**src/design/mrc_pkg.sv**
```systemverilog
`default_nettype none

package mrc_pkg;

    // Longest frame served; byte count saturates one above it.
    localparam int unsigned MAX_FRAME = 256;
    localparam int unsigned CNT_W     = $clog2(MAX_FRAME + 2);
    localparam logic [CNT_W-1:0] CNT_SAT   = CNT_W'(MAX_FRAME + 1);
    localparam logic [CNT_W-1:0] CNT_MAX   = CNT_W'(MAX_FRAME);
    localparam logic [CNT_W-1:0] MIN_FRAME = CNT_W'(7);

    localparam int unsigned HDR_BYTES = 6;

    localparam logic [15:0] CRC_INIT = 16'hFFFF;
    localparam logic [15:0] CRC_POLY = 16'hA001;

    localparam logic [7:0] FC_FIRST = 8'd2;
    localparam logic [7:0] FC_LAST  = 8'd4;

    // Register indexes on the APB port (byte address = 4 * index).
    localparam logic REG_LOW_ADDR  = 1'b0;
    localparam logic REG_HIGH_ADDR = 1'b1;

    typedef enum logic [2:0] {
        ST_ACCEPTED         = 3'd0,
        ST_SHORT            = 3'd1,
        ST_LONG             = 3'd2,
        ST_CRC_ERROR        = 3'd3,
        ST_ADDR_UNSERVED    = 3'd4,
        ST_FUNC_UNSUPPORTED = 3'd5
    } status_t;

    typedef struct packed {
        logic       frame_end;
        logic [7:0] rx_byte;
    } in_item_t;

    typedef struct packed {
        logic [31:0] crc_error_total;
        logic [15:0] register_quantity;
        logic [15:0] start_register;
        logic [7:0]  function_code;
        logic [7:0]  unit_address;
        status_t     frame_status;
    } result_t;

    typedef struct packed {
        logic [7:0] low_addr;
        logic [7:0] high_addr;
    } cfg_t;

    // One byte through the reflected CRC-16, bit at a time.
    function automatic logic [15:0] crc_fold(input logic [15:0] crc, input logic [7:0] b);
        logic [15:0] c;
        c = crc ^ {8'h00, b};
        for (int k = 0; k < 8; k++) begin
            if (c[0]) begin
                c = (c >> 1) ^ CRC_POLY;
            end else begin
                c = c >> 1;
            end
        end
        return c;
    endfunction

endpackage

`default_nettype wire

```
**src/design/mrc_frame_check.sv**
```systemverilog
`default_nettype none

module mrc_frame_check (
    input  wire logic              aclk,
    input  wire logic              aresetn,
    input  wire logic              advance,
    input  wire mrc_pkg::in_item_t item,
    input  wire mrc_pkg::cfg_t     cfg,
    output mrc_pkg::result_t       result
);

    logic [15:0]               crc_reg;
    logic [15:0]               crc_next;
    logic [mrc_pkg::CNT_W-1:0] count_reg;
    logic [mrc_pkg::CNT_W-1:0] count_next;
    logic [7:0]                hdr_reg  [mrc_pkg::HDR_BYTES];
    logic [7:0]                hdr_next [mrc_pkg::HDR_BYTES];
    logic [7:0]                tail0_reg;
    logic [7:0]                tail1_reg;
    logic [31:0]               err_reg;
    logic [31:0]               err_next;
    logic [15:0]               crc_rx;
    mrc_pkg::status_t          status;

    // Trailing two bytes are held back and only folded once a newer byte pushes them out.
    assign crc_next = (count_reg >= mrc_pkg::CNT_W'(2))
                    ? mrc_pkg::crc_fold(crc_reg, tail0_reg) : crc_reg;
    assign count_next = (count_reg < mrc_pkg::CNT_SAT)
                      ? count_reg + mrc_pkg::CNT_W'(1) : count_reg;

    always_comb begin
        for (int i = 0; i < mrc_pkg::HDR_BYTES; i++) begin
            hdr_next[i] = (count_reg == mrc_pkg::CNT_W'(i)) ? item.rx_byte : hdr_reg[i];
        end
    end

    // Received CRC: low byte second-last, high byte last.
    assign crc_rx = {item.rx_byte, tail1_reg};

    always_comb begin
        priority if (count_next < mrc_pkg::MIN_FRAME) begin
            status = mrc_pkg::ST_SHORT;
        end else if (count_next > mrc_pkg::CNT_MAX) begin
            status = mrc_pkg::ST_LONG;
        end else if (crc_rx != crc_next) begin
            status = mrc_pkg::ST_CRC_ERROR;
        end else if (hdr_next[0] < cfg.low_addr || hdr_next[0] > cfg.high_addr) begin
            status = mrc_pkg::ST_ADDR_UNSERVED;
        end else if (hdr_next[1] < mrc_pkg::FC_FIRST || hdr_next[1] > mrc_pkg::FC_LAST) begin
            status = mrc_pkg::ST_FUNC_UNSUPPORTED;
        end else begin
            status = mrc_pkg::ST_ACCEPTED;
        end
    end

    always_comb begin
        err_next = err_reg;
        if (status == mrc_pkg::ST_CRC_ERROR && err_reg != 32'hFFFF_FFFF) begin
            err_next = err_reg + 32'd1;
        end
    end

    always_ff @(posedge aclk) begin
        if (!aresetn) begin
            crc_reg   <= mrc_pkg::CRC_INIT;
            count_reg <= '0;
            tail0_reg <= 8'd0;
            tail1_reg <= 8'd0;
            err_reg   <= 32'd0;
            for (int i = 0; i < mrc_pkg::HDR_BYTES; i++) begin
                hdr_reg[i] <= 8'd0;
            end
        end else if (advance) begin
            if (item.frame_end) begin
                crc_reg   <= mrc_pkg::CRC_INIT;
                count_reg <= '0;
                tail0_reg <= 8'd0;
                tail1_reg <= 8'd0;
                err_reg   <= err_next;
                for (int i = 0; i < mrc_pkg::HDR_BYTES; i++) begin
                    hdr_reg[i] <= 8'd0;
                end
            end else begin
                crc_reg   <= crc_next;
                count_reg <= count_next;
                tail0_reg <= tail1_reg;
                tail1_reg <= item.rx_byte;
                for (int i = 0; i < mrc_pkg::HDR_BYTES; i++) begin
                    hdr_reg[i] <= hdr_next[i];
                end
            end
        end
    end

    assign result.frame_status      = status;
    assign result.unit_address      = hdr_next[0];
    assign result.function_code     = hdr_next[1];
    assign result.start_register    = {hdr_next[2], hdr_next[3]};
    assign result.register_quantity = {hdr_next[4], hdr_next[5]};
    assign result.crc_error_total   = err_next;

    a_count_bound: assert property (@(posedge aclk) disable iff (!aresetn)
        count_reg <= mrc_pkg::CNT_SAT)
        else $error("byte count past saturation");

    a_frame_clear: assert property (@(posedge aclk) disable iff (!aresetn)
        advance && item.frame_end |=> count_reg == '0 && crc_reg == mrc_pkg::CRC_INIT)
        else $error("frame state not cleared after last byte");

    a_err_monotonic: assert property (@(posedge aclk) disable iff (!aresetn)
        $past(aresetn) |-> err_reg >= $past(err_reg))
        else $error("crc error counter went down");

endmodule

`default_nettype wire

```
**config.mk**
```make
export PLATFORM = sky130hd
export DESIGN_NAME = mrc_frame_check
export DESIGN_NICKNAME = d
export VERILOG_FILES = /design/src/design/mrc_pkg.sv /design/src/design/mrc_frame_check.sv
export SDC_FILE = /design/constraint.sdc
export NUM_CORES = 1
export LEC_CHECK = 0
export BUFFER_PORTS_ARGS = -buffer_cell sky130_fd_sc_hd__clkbuf_2
export CORE_ASPECT_RATIO = 1.2
export CORE_UTILIZATION = 29
export DETAILED_ROUTE_END_ITERATION = 12
export GPL_ROUTABILITY_DRIVEN = 0
export PLACE_DENSITY = 0.46
export SLEW_MARGIN = 10
export SYNTH_ARGS = -nofsm -noshare
export SYNTH_HDL_FRONTEND = slang
export SYNTH_SLANG_ARGS = --single-unit
export TNS_END_PERCENT = 30
```
**constraint.sdc**
```tcl
create_clock -name aclk -period 8.1 [get_ports aclk]
set_input_delay 1.62 -clock aclk [delete_from_list [all_inputs] [get_ports aclk]]
set_output_delay 1.62 -clock aclk [all_outputs]
set_load 0.02 [all_outputs]
```
==> results.md <==
* Layout Cells excl Fill at 1,247
* Worst Path Arrival at 4560 ps
* Average wire per standard cell at 17.0 um
* CTS Hold Buffers Added at 0
* # setup viols final at 0
* Max-cap violations at 0
* DR top layer: met4
* Die width at 151 um
* Max FO, Critical Path at 82
* Postcts setup bufs at 0
* R2r startpoint: count_reg[0]
* Final Core Density at 35.0%
* P&R area growth vs syn at 17.7%
* Synth top cells by count: dfxtp_1 (73), nand2_1 (59), and2_1 (51), edfxtp_1 (48), clkbuf_1 (46)
* Largest net degree at the start of global routing at 83
* Critical path type: flop to output pin
* CTS Buf Count at 17
* Asr flop ratio synth at 0%
* Top-count cell post-synth: dfxtp_1
* CP endpoint kind: output pin
* Synth area leader: dfxtp_1
* Row Count at 64
* Mapped Avg Cell Area at 9.25 sq um
* First-pass GRT wire length at 33.7 mm
* DRT met1 WL at 10.1 mm
* CP top delay family: simple AND/OR/NAND/NOR gates
* Setup TNS at 0 ps
* Yosys cell types at 64
* Met2 WL at 10.1 mm
* Sequential area share after synthesis at 37.8%
* Worst-path cell chain: inv_1 > ha_1 > nor3_1 > nand3_4 > a2111o_1 > a32oi_1 > nand4b_1 > nor4_4 > buf_4 > nor2_1 > mux2_1 > clkbuf_2
* Post-synthesis adder-cell area fraction at 3.26%
* Layout cell share with drive strength beyond 1 at 21.9%
* CP peak stage delay at 670 ps
* Syn nets at 878
* Final Cell Area at 9030 sq um
* Combinational family with the most area after synthesis: simple AND/OR/NAND/NOR gates
* Clock skew at 11.7 ps
* Worst Tran Pin Value at 980 ps
* Crit share post-route at 76.3%
* IO Port Bufs at 110
* Worst setup path end: result[52]
* Mux cell area share after synthesis at 9.98%
* Critical path origin: count_reg[0]
* Status: finished, final reports clean
* Initial antenna violation count at 0
* Cells after DPL at 1,215
* Slew Viols, Final at 0
* Routed Antenna Nets at 0
* Post_cts resized at 0
* Met3 wire length at 728 um
* Clock latency on the worst-skew pair at 430 ps
* IO Pins at 111
* Post-Synth XOR/XNOR Area at 8.31%
* Internal reg-to-reg setup slack at 4120 ps
* RR Endpoint: err_reg[0]
* HPWL Detailed at 14.3 mm
* Max reg flops at 48
* VDD IR max at 0.121 mV
* WP data required at 6480 ps
* Diode count at 0
* Vias in the first global route at 6,035
* Worst hold path type: flop to flop
* Post-synthesis cell area at 7680 sq um
* Clock root buffer: clkbuf_16
* Critical path startpoint category: flop
* Post-DP Area at 8450 sq um
* Clk pin slew, worst setup/hold paths at 70 ps
* Max-slew headroom at 34.7%
* CTS Buffer Depth at 2
* Compound-gate portion of the synthesized area at 12.3%
* Cell Pwr Density at 174 nW/um^2
* Router iterations before antenna repair at 5
* Reg area at 2900 sq um
* Fill cell count at 2,738
* Pleak at 0.00380 uW
* Synth warn at 0
* CTS tree: yes
* Final Hold Fails at 0
* Critical path buffers and inverters at 3
* Die ar. at 27,100 sq um
* CORE AREA at 25,800 sq um
* Synth top area cells: dfxtp_1 (19%), edfxtp_1 (19%), mux2_2 (6.3%)
* Total vias in the final route at 6,377
* Reg2Reg Depth at 11
* Clock net sink count at 121
* Final nets at 952
* EDFF count, synth at 48
* Avg Vias per Cell at 5.11
* Critical path's slowest cell: buf_4
* Area of the multi-input gates at 4400 sq um
* Simple-gate area share of the yosys netlist at 23.3%
* Min Clock Period, post-route at 6180 ps
* F_max at 162 MHz
* RSZ-0062 raised after global routing: false
* Number of remaining DRC errors at 0
* Die height at 180 um
* Share of the synthesized area in the top cell type at 19.0%
* Total gr overflow at 0
* WL final at 21.2 mm
* Cells after synthesis at 830
* Max H-tree Level at 4
* Initial Utilization at 29.8%
* Cell count along the critical path at 12
* Tot GR Track Use at 15.8%
* DR iter-0 viols at 319
* Ys flop type: dfxtp_1
* FF+latch count, synth at 121
-- tightest hold or removal path, delay by kind of cell, from the launching register on --
family / cells / cell delay, ps
DFF: 1 / 330
muxes: 1 / 50
and+or+nand+nor: 1 / 60
-- layout make-up --
type | instances | share of cell area (%)
repair buffers | 116 | 6.59
clock inverters | 15 | 1.72
well taps | 330 | 4.57
multi-input cells | 612 | 48.8
flip-flops and latches | 121 | 32.1
clock buffers | 17 | 4.71
inverters | 36 | 1.50
-- per-layer routing --
metal	up-vias	global-route usage, %
met2	133	25.9
met4	0	4.65
met5	-	0
met1	3043	21.1
met3	20	2.43
li1	3181	-
-- cell families after synthesis --
logic type,count (synthesis)
xor gates and xnor gates,68
buffers and inverters,97
DFF,121
AOI/OAI and AO/OA,135
and+or+nand+nor,318
muxes,71
adders and majority gates,20
-- metrics by stage --
step                worst slack, ps  hold slack, ps  total power, uW
floorplan                      2870             446              770
detailed placement             2040             469              822
global route                   1670             517             1640
CTS                            1890             480             1600
global placement               2080             467              821
finish                         1920             477             1570
-- worst min path at each step --
stage,cells past startpoint,end,from,slack [ps]
floorplan,2,tail0_reg[2],tail0_reg[2],450
global placement,2,err_reg[7],err_reg[7],470
detailed placement,2,err_reg[7],err_reg[7],470
CTS,2,err_reg[7],err_reg[7],480
global route,1,tail0_reg[1],tail0_reg[1],520
finish,2,err_reg[7],err_reg[7],480
-- power by group --
group,switching (uW),total (uW),internal (uW)
Combinational,96.0,151,55.2
Clock,328,763,435
Sequential,6.40,655,648
-- placed cells by master, fill, tap and decap left out, types with 13 or more instances in the layout --
| cell type | synthesis | final |
|---|---|---|
| o21ai_0 | 28 | 28 |
| dfxtp_1 | 73 | 73 |
| and2_1 | 51 | 51 |
| nor2_1 | 25 | 25 |
| nand2b_1 | 24 | 24 |
| edfxtp_1 | 48 | 48 |
| xor2_1 | 42 | 42 |
| nand2_1 | 59 | 59 |
| nor4_1 | 30 | 30 |
| nand3_1 | 36 | 36 |
| ha_1 | 20 | 20 |
| clkbuf_16 | 0 | 17 |
| xnor2_1 | 23 | 23 |
| clkbuf_2 | 0 | 110 |
| nand4_1 | 13 | 13 |
| inv_1 | 35 | 35 |
| mux2i_1 | 27 | 27 |
| nor3_1 | 26 | 26 |
| mux2_2 | 43 | 43 |
| a21oi_1 | 27 | 27 |
Power figures use the tool's default switching activity.
